## src/sv/tct_pkg.sv

```systemverilog
`timescale 1ns / 1ps
`default_nettype none
// ----------------------------------------------------------------------------
// tct_pkg
// Shared constants, command and status codes, and the structs that pass
// between the tracker sequencer and the top level.
// ----------------------------------------------------------------------------
package tct_pkg;

    // Store geometry and field widths
    localparam int TEXT_DEPTH = 1024;
    localparam int CHAR_W     = 16;
    localparam int ADDR_W     = $clog2(TEXT_DEPTH);
    localparam int LEN_W      = 10;
    localparam int POS_W      = ADDR_W + 1;
    localparam int CNT_W      = 16;
    localparam int CMD_W      = 2;
    localparam int CFG_ADDR_W = 1;

    // Stream packing
    localparam int IN_DATA_W  = 32;
    localparam int IN_USER_W  = 8;
    localparam int OUT_DATA_W = 48;

    // Configuration register indexes
    localparam logic [CFG_ADDR_W-1:0] CFG_SRC_LEN = 1'b0;
    localparam logic [CFG_ADDR_W-1:0] CFG_TRN_LEN = 1'b1;

    localparam logic [CNT_W-1:0] COUNT_MAX = '1;

    typedef enum logic [CMD_W-1:0] {
        CMD_TEST    = 2'd0,
        CMD_WR_SRC  = 2'd1,
        CMD_WR_TRN  = 2'd2,
        CMD_RESTART = 2'd3
    } t_cmd;

    typedef enum logic [1:0] {
        ST_MISS    = 2'd0,
        ST_ADVANCE = 2'd1,
        ST_REPEAT  = 2'd2,
        ST_ACK     = 2'd3
    } t_status;

    // Write and read requests toward both text RAMs
    typedef struct packed {
        logic              src_we;
        logic              trn_we;
        logic [ADDR_W-1:0] waddr;
        logic [CHAR_W-1:0] wdata;
        logic [ADDR_W-1:0] raddr;
    } t_ram_req;

    // One finished result
    typedef struct packed {
        logic             mode;
        logic [POS_W-1:0] pos;
        logic [CNT_W-1:0] faults;
        logic [CNT_W-1:0] hits;
        t_status          status;
    } t_result;

endpackage
`default_nettype wire

```

## src/sv/tct_seq.sv

```systemverilog
`timescale 1ns / 1ps
`default_nettype none
// ----------------------------------------------------------------------------
// tct_seq
// Tracking sequencer: holds lengths, position, counts and mode, drives the
// text RAM ports and steps one shared character compare over the texts.
// ----------------------------------------------------------------------------
module tct_seq
    import tct_pkg::*;
(
    input  wire logic                  i_clk,
    input  wire logic                  i_rst_n,
    // request side
    input  wire logic                  i_req_valid,
    input  wire t_cmd                  i_req_cmd,
    input  wire logic [ADDR_W-1:0]     i_req_index,
    input  wire logic [CHAR_W-1:0]     i_req_char,
    output logic                       o_req_ready,
    // configuration
    input  wire logic                  i_cfg_we,
    input  wire logic [CFG_ADDR_W-1:0] i_cfg_addr,
    input  wire logic [LEN_W-1:0]      i_cfg_wdata,
    // text RAMs
    output t_ram_req                   o_ram,
    input  wire logic [CHAR_W-1:0]     i_src_rdata,
    input  wire logic [CHAR_W-1:0]     i_trn_rdata,
    // result side
    input  wire logic                  i_out_free,
    output logic                       o_done,
    output t_result                    o_result
);

    typedef enum logic [2:0] {
        S_IDLE,
        S_REP,
        S_REP_CMP,
        S_SCAN,
        S_SCAN_CMP,
        S_DONE
    } t_state;

    t_state            r_state;
    logic [LEN_W-1:0]  r_src_len;
    logic [LEN_W-1:0]  r_trn_len;
    logic [POS_W-1:0]  r_pos;
    logic [POS_W-1:0]  r_p;
    logic [CNT_W-1:0]  r_hits;
    logic [CNT_W-1:0]  r_faults;
    logic              r_mode;
    logic              r_sel_trn;
    logic [CHAR_W-1:0] r_ch;
    t_status           r_status;

    logic [POS_W-1:0]  w_len;
    logic [POS_W-1:0]  w_pos_m1;
    logic [CHAR_W-1:0] w_rdata;
    logic              w_eq;
    logic              w_text_end;

    // Select the text under test; the length bounds every read
    assign w_len    = r_sel_trn ? POS_W'(r_trn_len) : POS_W'(r_src_len);
    assign w_rdata  = r_sel_trn ? i_trn_rdata : i_src_rdata;
    assign w_pos_m1 = r_pos - 1'b1;

    // Shared compare against the character under test
    assign w_eq = (w_rdata == r_ch);

    // Scan stops past the length or on a stored null
    assign w_text_end = ((r_state == S_SCAN) && !(r_p < w_len)) ||
                        ((r_state == S_SCAN_CMP) && (w_rdata == '0));

    // RAM requests: writes at accept, reads from the sequencer address
    always_comb begin
        o_ram.src_we = (r_state == S_IDLE) && i_req_valid && (i_req_cmd == CMD_WR_SRC);
        o_ram.trn_we = (r_state == S_IDLE) && i_req_valid && (i_req_cmd == CMD_WR_TRN);
        o_ram.waddr  = i_req_index;
        o_ram.wdata  = i_req_char;
        o_ram.raddr  = (r_state == S_REP) ? w_pos_m1[ADDR_W-1:0] : r_p[ADDR_W-1:0];
    end

    assign o_req_ready = (r_state == S_IDLE);
    assign o_done      = (r_state == S_DONE) && i_out_free;

    always_comb begin
        o_result.mode   = r_mode;
        o_result.pos    = r_pos;
        o_result.faults = r_faults;
        o_result.hits   = r_hits;
        o_result.status = r_status;
    end

    // Configuration registers
    always_ff @(posedge i_clk) begin
        if (!i_rst_n) begin
            r_src_len <= '0;
            r_trn_len <= '0;
        end else if (i_cfg_we) begin
            if (i_cfg_addr == CFG_SRC_LEN) begin
                r_src_len <= i_cfg_wdata;
            end
            if (i_cfg_addr == CFG_TRN_LEN) begin
                r_trn_len <= i_cfg_wdata;
            end
        end
    end

    // Sequencer and tracking state
    always_ff @(posedge i_clk) begin
        if (!i_rst_n) begin
            r_state   <= S_IDLE;
            r_pos     <= '0;
            r_hits    <= '0;
            r_faults  <= '0;
            r_mode    <= 1'b0;
            r_sel_trn <= 1'b0;
            r_status  <= ST_ACK;
        end else if (w_text_end) begin
            // Nothing in this text: fall back to translated, or record a miss
            if (!r_sel_trn) begin
                r_sel_trn <= 1'b1;
                r_state   <= S_REP;
            end else begin
                r_hits   <= '0;
                if (r_faults != COUNT_MAX) begin
                    r_faults <= r_faults + 1'b1;
                end
                r_status <= ST_MISS;
                r_state  <= S_DONE;
            end
        end else begin
            case (r_state)
                S_IDLE: begin
                    if (i_req_valid) begin
                        r_ch      <= i_req_char;
                        r_sel_trn <= r_mode;
                        r_status  <= ST_ACK;
                        r_state   <= S_DONE;
                        case (i_req_cmd)
                            CMD_TEST: begin
                                if (i_req_char != '0) begin
                                    r_state <= S_REP;
                                end
                            end
                            CMD_RESTART: begin
                                r_pos    <= '0;
                                r_hits   <= '0;
                                r_faults <= '0;
                                r_mode   <= 1'b0;
                            end
                            default: begin
                            end
                        endcase
                    end
                end
                S_REP: begin
                    // Check the character just before the position
                    r_p <= r_pos;
                    if ((r_pos != '0) && (w_pos_m1 < w_len)) begin
                        r_state <= S_REP_CMP;
                    end else begin
                        r_state <= S_SCAN;
                    end
                end
                S_REP_CMP: begin
                    if (w_eq) begin
                        r_status <= ST_REPEAT;
                        r_state  <= S_DONE;
                    end else begin
                        r_state <= S_SCAN;
                    end
                end
                S_SCAN: begin
                    r_state <= S_SCAN_CMP;
                end
                S_SCAN_CMP: begin
                    if (w_eq) begin
                        r_pos    <= r_p + 1'b1;
                        if (r_hits != COUNT_MAX) begin
                            r_hits <= r_hits + 1'b1;
                        end
                        r_faults <= '0;
                        if (r_sel_trn) begin
                            r_mode <= 1'b1;
                        end
                        r_status <= ST_ADVANCE;
                        r_state  <= S_DONE;
                    end else begin
                        r_p     <= r_p + 1'b1;
                        r_state <= S_SCAN;
                    end
                end
                S_DONE: begin
                    if (i_out_free) begin
                        r_state <= S_IDLE;
                    end
                end
                default: begin
                    r_state <= S_IDLE;
                end
            endcase
        end
    end

endmodule
`default_nettype wire

```

## config.mk

```make
export PLATFORM = sky130hd
export DESIGN_NAME = tct_seq
export DESIGN_NICKNAME = d
export VERILOG_FILES = /design/src/sv/tct_pkg.sv /design/src/sv/tct_seq.sv
export SDC_FILE = /design/constraint.sdc
export NUM_CORES = 1
export LEC_CHECK = 0
export BUFFER_PORTS_ARGS = -buffer_cell sky130_fd_sc_hd__buf_2
export CAP_MARGIN = 0
export CORE_ASPECT_RATIO = 1.2
export CORE_UTILIZATION = 30
export CTS_BUF_LIST = sky130_fd_sc_hd__clkbuf_8
export DETAILED_ROUTE_END_ITERATION = 7
export GPL_ROUTABILITY_DRIVEN = 1
export SYNTH_ARGS = -nofsm -noshare
export SYNTH_HDL_FRONTEND = slang
export SYNTH_SLANG_ARGS = --single-unit
```

## constraint.sdc

```tcl
create_clock -name i_clk -period 6.6 [get_ports i_clk]
set_clock_uncertainty 0.05 [all_clocks]
set_input_delay 1.32 -clock i_clk [delete_from_list [all_inputs] [get_ports i_clk]]
set_output_delay 1.32 -clock i_clk [all_outputs]
set_load 0.02 [all_outputs]
```

==> out/qor.csv, run 1 <==
stage;metric;value;unit
run_status;status;finished clean;
synthesis;synth_top_area_share;24.45;%
routing;drtAntennaViolNets;0;
synthesis;synth_area;5730;um^2
min_path;hp-start;r_trn_len[0];
sta;tightest_slew;1041;ps
cts;holdBufCountCts;0;
min_path;hold_path.class;reg2reg;
global_route;grt_max_degree;36;
power_and_ir_drop;clkPwrFrac;20.8;%
global_route;grt_pass1_wl;24.19;mm
routing;drt_iter0_markers;274;
cts;h-tree-depth;3;
synthesis;synth.net_count;759;
cts;clk_pin_slew;90;ps
power_and_ir_drop;power.density;258.0;nW/um^2
worst_setup_path;rr_startpoint;r_sel_trn;
global_route;grt_busiest_layer;met2;
power_and_ir_drop;p_comb_share;34.8;%
worst_setup_path;crit_buf_inv;0;
routing;routed_wl;15.26;mm
worst_setup_path;critical_path.startpoint;r_sel_trn;
power_and_ir_drop;p_leak;2.614;nW
sta;fmax;0.2471;GHz
cts;cts-buffers-inserted;9;
place;dp_cells;1004;
final_layout;layout_common_cells;141 x buf_2, 94 x nand2_1, 69 x dfxtp_1;
worst_setup_path;cp_slowest_cell;dfxtp_2;
power_and_ir_drop;power_switching_share;39.48;%
job;maxCapViolations;0;
worst_setup_path;crit_chain;mux2i_1 -> ha_1 -> a211oi_1 -> nor2_1 -> o21ai_0 -> a31oi_1 -> or2_2 -> o21ai_1 -> o21ai_0 -> a21oi_1;
place;place_ws;2288;ps
worst_setup_path;cp_max_fo;35;
synthesis;ys_seq_elements;97;
place;routabilityCongestion;0.8033;
global_route;met1_usage;19.52;%
power_and_ir_drop;worst_ir_drop_vdd;0.1301;mV
final_layout;final_common_cell;buf_2;
worst_setup_path;criticalPathCategory;reg2reg;
routing;wl_per_cell;14.97;um
cts;cts_tree;yes;
sta;timing.final.ws_setup;2552;ps
cts;clk_latency;380;ps
synthesis;ys_seq_area_share;38.60;%
global_route;grt_overflow;0;
power_and_ir_drop;p_total;1.702;mW
synthesis;ys.flop_type;dfxtp_1;
final_layout;syn2layout_area_growth;15.15;%
routing;drc;0;
global_route;grt_pass1_vias;4624;
final_layout;fin_nets;858;
sta;hold_viol;0;
worst_setup_path;cpLargestDelayFamily;compound AO/OA/AOI/OAI gates;
synthesis;ys_types;57;
floorplan;die_y;153.4;um
routing;vias;4964;
synthesis;ys_top_cells_by_area;dfxtp_1 24%, edfxtp_1 14%, mux2i_1 6.5%, nand2_1 6.2%, ha_1 5.0%;
sta;relSlewSlack;30.33;%
power_and_ir_drop;p_int;1.030;mW
final_layout;final_layout_size_suffix_gt1_share;22.54;%
cts;cts_root_buffer;clkbuf_8;
synthesis;yosysWarnings;0;
final_layout;fillCellCount;1980;
worst_setup_path;critical_path_required;6840;ps
sta;setup_viol;0;
synthesis;synthArstFlopShare;0;%
global_route;grtUsageMet2;27.46;%
place;hpwl;11.71;mm
worst_setup_path;crit_path_max_incr_delay;1000;ps
floorplan;ios;162;
routing;vias_per_cell;4.871;
power_and_ir_drop;switchingPower;0.6720;mW
floorplan;initial_core_util;30.50;%
cts;cts_setup_buffers;0;
synthesis;synth_edf_count;27;
place;port_buffers;141;
worst_setup_path;path_common_cell;o21ai_0;
worst_setup_path;end_kind;register;
worst_setup_path;cp.arrival;4290;ps
final_layout;stdcell_count;1019;
cts;ctsResizeCount;0;
cts;cts_sinks;97;
sta;slew_violations;0;
sta;min_period;4048;ps
sta;period_share;61.33;%
synthesis;synth_area_leader_cell;dfxtp_1;
sta;fin_tns_setup;0;ps
synthesis;synth.avg_cell_area;8.683;um^2
power_and_ir_drop;seqPwrFrac;44.4;%
floorplan;die_w;128.2;um
worst_setup_path;cp-start-kind;register;
routing;drtPass1Iterations;4;
global_route;antenna_found_initial;1;
floorplan;rows;55;
global_route;use_met3;2.835;%
cts;clk_path_buf_depth;2;
floorplan;fp.dieArea;19660;um^2
floorplan;fp.coreArea;18790;um^2
global_route;track_usage;15.82;%
final_layout;diodes;0;
sta;rsz0062_at_grt;false;
synthesis;netlist_instances;660;
-- cell families after synthesis --
family,synth area share (%)
and+or+nand+nor,23.62
AOI/OAI and AO/OA,12.29
DFF,38.60
buffers and inverters,6.812
xor gates and xnor gates,7.183
muxes,6.463
adders and majority gates,5.022
-- power by group through the flow --
stage	Combinational, mW	Clock, mW	Sequential, mW
global route	0.658	0.391	0.764
detailed placement	0.595	0	0.770
CTS	0.598	0.373	0.755
floorplan	0.465	0	0.730
finish	0.592	0.354	0.756
global placement	0.590	0	0.768
-- worst reg2reg max path: cells and delay by family (launching register included) --
family | cells | cell delay, ps
flops | 1 | 1000
mux | 1 | 360
compound gates | 6 | 1770
fa+ha+maj | 1 | 290
simple gates | 2 | 500
-- Yosys cell counts, drive strengths merged, types with 3 or more instances --
cell / instances
and2: 5
mux2i: 37
a211oi: 4
nor3: 12
nand2: 94
o21ai: 28
nand3: 25
o21a: 3
nor3b: 6
dfxtp: 70
nand4: 15
nor2: 63
a21o: 12
nor4: 14
and3: 7
a21oi: 46
xor2: 17
clkbuf: 17
inv: 11
nand2b: 5
or3: 8
and4: 5
edfxtp: 27
xnor2: 30
or4: 6
a31oi: 3
ha: 23
o31ai: 5
buf: 39
-- state kept, by name (all words and copies together) (netlist names) --
name       flops
r_ch          16
r_faults      16
r_hits        16
r_p           11
r_pos         11
r_src_len     10
r_trn_len     10
r_state        3
r_status       2
r_mode         1
r_sel_trn      1
-- layout make-up --
class | count | area, um^2 | area share [%]
Multi-Input combinational cell | 496 | 3128 | 47.40
Sequential cell | 97 | 2213 | 33.54
Tap cell | 256 | 320.3 | 4.854
Timing Repair Buffer | 144 | 728.2 | 11.04
Inverter | 11 | 41.29 | 0.6257
Clock inverter | 6 | 43.79 | 0.6636
Clock buffer | 9 | 123.9 | 1.877
-- path summary, 6_finish.rpt --
path	end	slack [ps]	cells past startpoint
setup reg to reg	r_hits[13]	2550	10
hold / removal	r_trn_len[0]	410	2
setup / recovery	r_hits[13]	2550	10
hold reg to reg	r_trn_len[0]	410	2
-- stage by stage --
| step | hold slack [ps] | utilization (%) | area [um^2] |
|---|---|---|---|
| 6_report | 407.5 | 35.12 | 6599 |
| 5_1_grt | 427.4 | 35.12 | 6599 |
| 4_1_cts | 411.8 | 35.12 | 6599 |
| 3_5_place_dp | 398.1 | 34.23 | 6431 |
| 3_3_place_gp | 392.6 | 34.23 | 6431 |
| 2_1_floorplan | 385.7 | - | 5731 |
-- metal layers --
metal  part of all wire, %  vias up
li1                      -     2521
met1                    45     2333
met2                    50       95
met3                   3.6       13
met4                   1.0        2
met5                 0.052        -
No activity file was read; power rests on OpenSTA's default activity.
==> inputs of run 2 (changes only) <==
Clock period 6.6 ns to 3.5 ns, I/O delays scaled along.
==> run 2 against run 1 <==
- register-to-register slack lost 2300 ps
- global-route usage is essentially flat
- total power grew 98%
- first-iteration DRC count shrank 8.8%
- utilization grew 0.79 points
- design area grew 2.2%
- critical path type unchanged
- largest power group unchanged
==> out/qor.csv, run 2 (same netlist as run 1, synthesis figures left out) <==
stage;metric;value;unit;change
sta;holdWs;407.3;ps;-0.1480 ps
global_route;grt_max_degree;28;;-22%
power_and_ir_drop;seqPwrFrac;41.7;%;-2.7 points
worst_setup_path;cp-start-kind;register;;
power_and_ir_drop;worst_ir_drop_vdd;0.2410;mV;+85%
job;maxCapViolations;0;;unchanged
routing;drt_iter0_markers;250;;-8.8%
worst_setup_path;criticalPathCategory;reg2reg;;
worst_setup_path;critical_path.startpoint;r_sel_trn;;
final_layout;final_common_cell;buf_2;;
cts;cts_sinks;97;;unchanged
routing;routed_wl;15.37;mm;+0.72%
place;routabilityCongestion;0.8344;;+3.9%
run_status;status;finished clean;;
cts;cts_setup_buffers;0;;unchanged
worst_setup_path;r2r_end;r_hits[5];;
worst_setup_path;cp_max_fo;20;;-43%
power_and_ir_drop;p_comb_share;34.8;%;about the same
routing;drtPass1Iterations;4;;unchanged
place;port_buffers;141;;unchanged
final_layout;stdcell_count;1031;;+1.2%
final_layout;fillCellCount;2009;;+1.5%
final_layout;largestRegisters;r_ch: 16 flops, r_faults: 16 flops, r_hits: 16 flops;;
sta;slew_violations;0;;unchanged
power_and_ir_drop;switchingPower;1.267;mW;+88%
power_and_ir_drop;power_switching_share;37.56;%;-1.9 points
sta;fmax;0.3115;GHz;+26%
worst_setup_path;critical_path_required;3760;ps;-3080 ps
power_and_ir_drop;p_leak;2.702;nW;+3.3%
floorplan;fp.coreArea;18790;um^2;unchanged
final_layout;fin_nets;869;;+1.3%
global_route;grt_pass1_wl;24.50;mm;+1.3%
final_layout;syn2layout_area_growth;17.73;%;
floorplan;rows;55;;unchanged
cts;cts-buffers-inserted;9;;unchanged
power_and_ir_drop;clkPwrFrac;23.5;%;+2.7 points
cts;clk_latency;380;ps;about the same
final_layout;final_layout_size_suffix_gt1_share;24.13;%;+1.6 points
final_layout;final_area;6746;um^2;+2.2%
sta;tightest_slew;714.5;ps;-326.8 ps
global_route;antenna_found_initial;0;;-1
sta;fin_tns_setup;0;ps;unchanged
sta;relSlewSlack;52.27;%;+22 points
routing;vias;5041;;+1.6%
floorplan;die_w;128.2;um;unchanged
floorplan;fp.dieArea;19660;um^2;unchanged
final_layout;layout_common_cells;141 x buf_2, 94 x nand2_1, 69 x dfxtp_1;;
sta;setup_viol;0;;unchanged
worst_setup_path;r2r_cells;9;;-1
cts;cts_tree;yes;;
floorplan;ios;162;;unchanged
worst_setup_path;reg2reg_setup_slack;290;ps;-2260 ps
power_and_ir_drop;p_int;2.105;mW;+100%
cts;cts_root_buffer;clkbuf_8;;
place;hpwl;11.83;mm;+1.1%
sta;period_share;91.72;%;+30 points
routing;drc;0;;unchanged
sta;rsz0062_at_grt;false;;
routing;vias_per_cell;4.889;;+0.37%
global_route;grt_pass1_vias;4737;;+2.4%
global_route;grt_overflow;0;;unchanged
cts;clk_pin_slew;100;ps;about the same
worst_setup_path;cp.arrival;3470;ps;-820 ps
routing;drtAntennaViolNets;0;;unchanged
floorplan;die_y;153.4;um;unchanged
cts;h-tree-depth;3;;unchanged
global_route;track_usage;15.83;%;+0.016 points
routing;wl_per_cell;14.91;um;-0.45%
sta;hold_viol;0;;unchanged
final_layout;diodes;0;;unchanged
min_path;hold_path.class;reg2reg;;
worst_setup_path;endpoint;r_hits[5];;
place;dp_cells;1015;;+1.1%
place;dpl-instance-area;6531;um^2;+1.6%
cts;clk_path_buf_depth;2;;unchanged
worst_setup_path;end_kind;register;;
cts;holdBufCountCts;0;;unchanged
floorplan;initial_core_util;30.50;%;unchanged
power_and_ir_drop;power.density;499.8;nW/um^2;+94%
worst_setup_path;rr_startpoint;r_sel_trn;;
sta;min_period;3210;ps;-837.3 ps
==> run 2: cell count changes in the layout (fill, tap and decap cells not counted), moves of 2 or more <==
cell	previous run	this run
buf_4	3	13
clkbuf_8	9	12
nor2_1	63	60
nor2_2	0	3
clkinv_4	2	0
inv_4	0	2
==> run 2: through the flow <==
stage	total power, mW	util, %	setup WS [ps]
5_1_grt	3.583	35.91	11.81
4_1_cts	3.415	35.90	168.6
3_3_place_gp	2.595	34.77	318.8
3_5_place_dp	2.606	34.77	197.0
6_report	3.372	35.91	289.6
2_1_floorplan	2.256	-	7.966
==> run 2: how the worst min path moves through the flow <==
stage,from,to,slack (ps),depth (start not counted)
floorplan,r_src_len[0],r_src_len[0],390,2
global placement,r_src_len[3],r_src_len[3],390,2
detailed placement,r_trn_len[9],r_trn_len[9],400,2
CTS,r_trn_len[0],r_trn_len[0],410,2
global route,r_trn_len[0],r_trn_len[0],430,2
finish,r_trn_len[0],r_trn_len[0],410,2
==> run 2: timing repair <==
item                                    in CTS  in global routing
endpoints found under the hold margin        0                  0
endpoints found under the setup margin       0                  8
gates resized for setup                      0                  1
==> run 2: power by group through the flow <==
stage	Clock (mW)	Sequential, mW	Combinational, mW
3_5_place_dp	0	1.43	1.18
4_1_cts	0.829	1.40	1.18
3_3_place_gp	0	1.43	1.17
2_1_floorplan	0	1.38	0.881
6_report	0.792	1.41	1.17
5_1_grt	0.858	1.42	1.30
==> run 2: worst max-delay path: stages (launching register included) <==
cell and delay, ps:
dfxtp_2 580, buf_12 230, mux2i_1 290, xnor2_1 110, nor4_2 300, nand4_2 300, a211oi_2 390, o21ai_2 190
or4_1 540, a21oi_1 150
==> run 2: routing by layer <==
metal | track usage (%) | vias up | routed length (um)
met5 | 0 | - | 0
met4 | 4.930 | 0 | 191
met3 | 2.905 | 10 | 518
met2 | 27.48 | 93 | 7790
met1 | 19.65 | 2395 | 6869
li1 | - | 2543 | -
==> run 2: cell type report <==
type                    instances  area, um^2  share of cell area (%)
clock buffers                  12       165.2                   2.448
clock inverters                 4       47.55                  0.7047
inverters                      11       41.29                  0.6120
multi-input cells             496        3136                   46.48
flip-flops and latches         97        2213                   32.81
well taps                     256       320.3                   4.748
repair buffers                155       823.3                   12.20
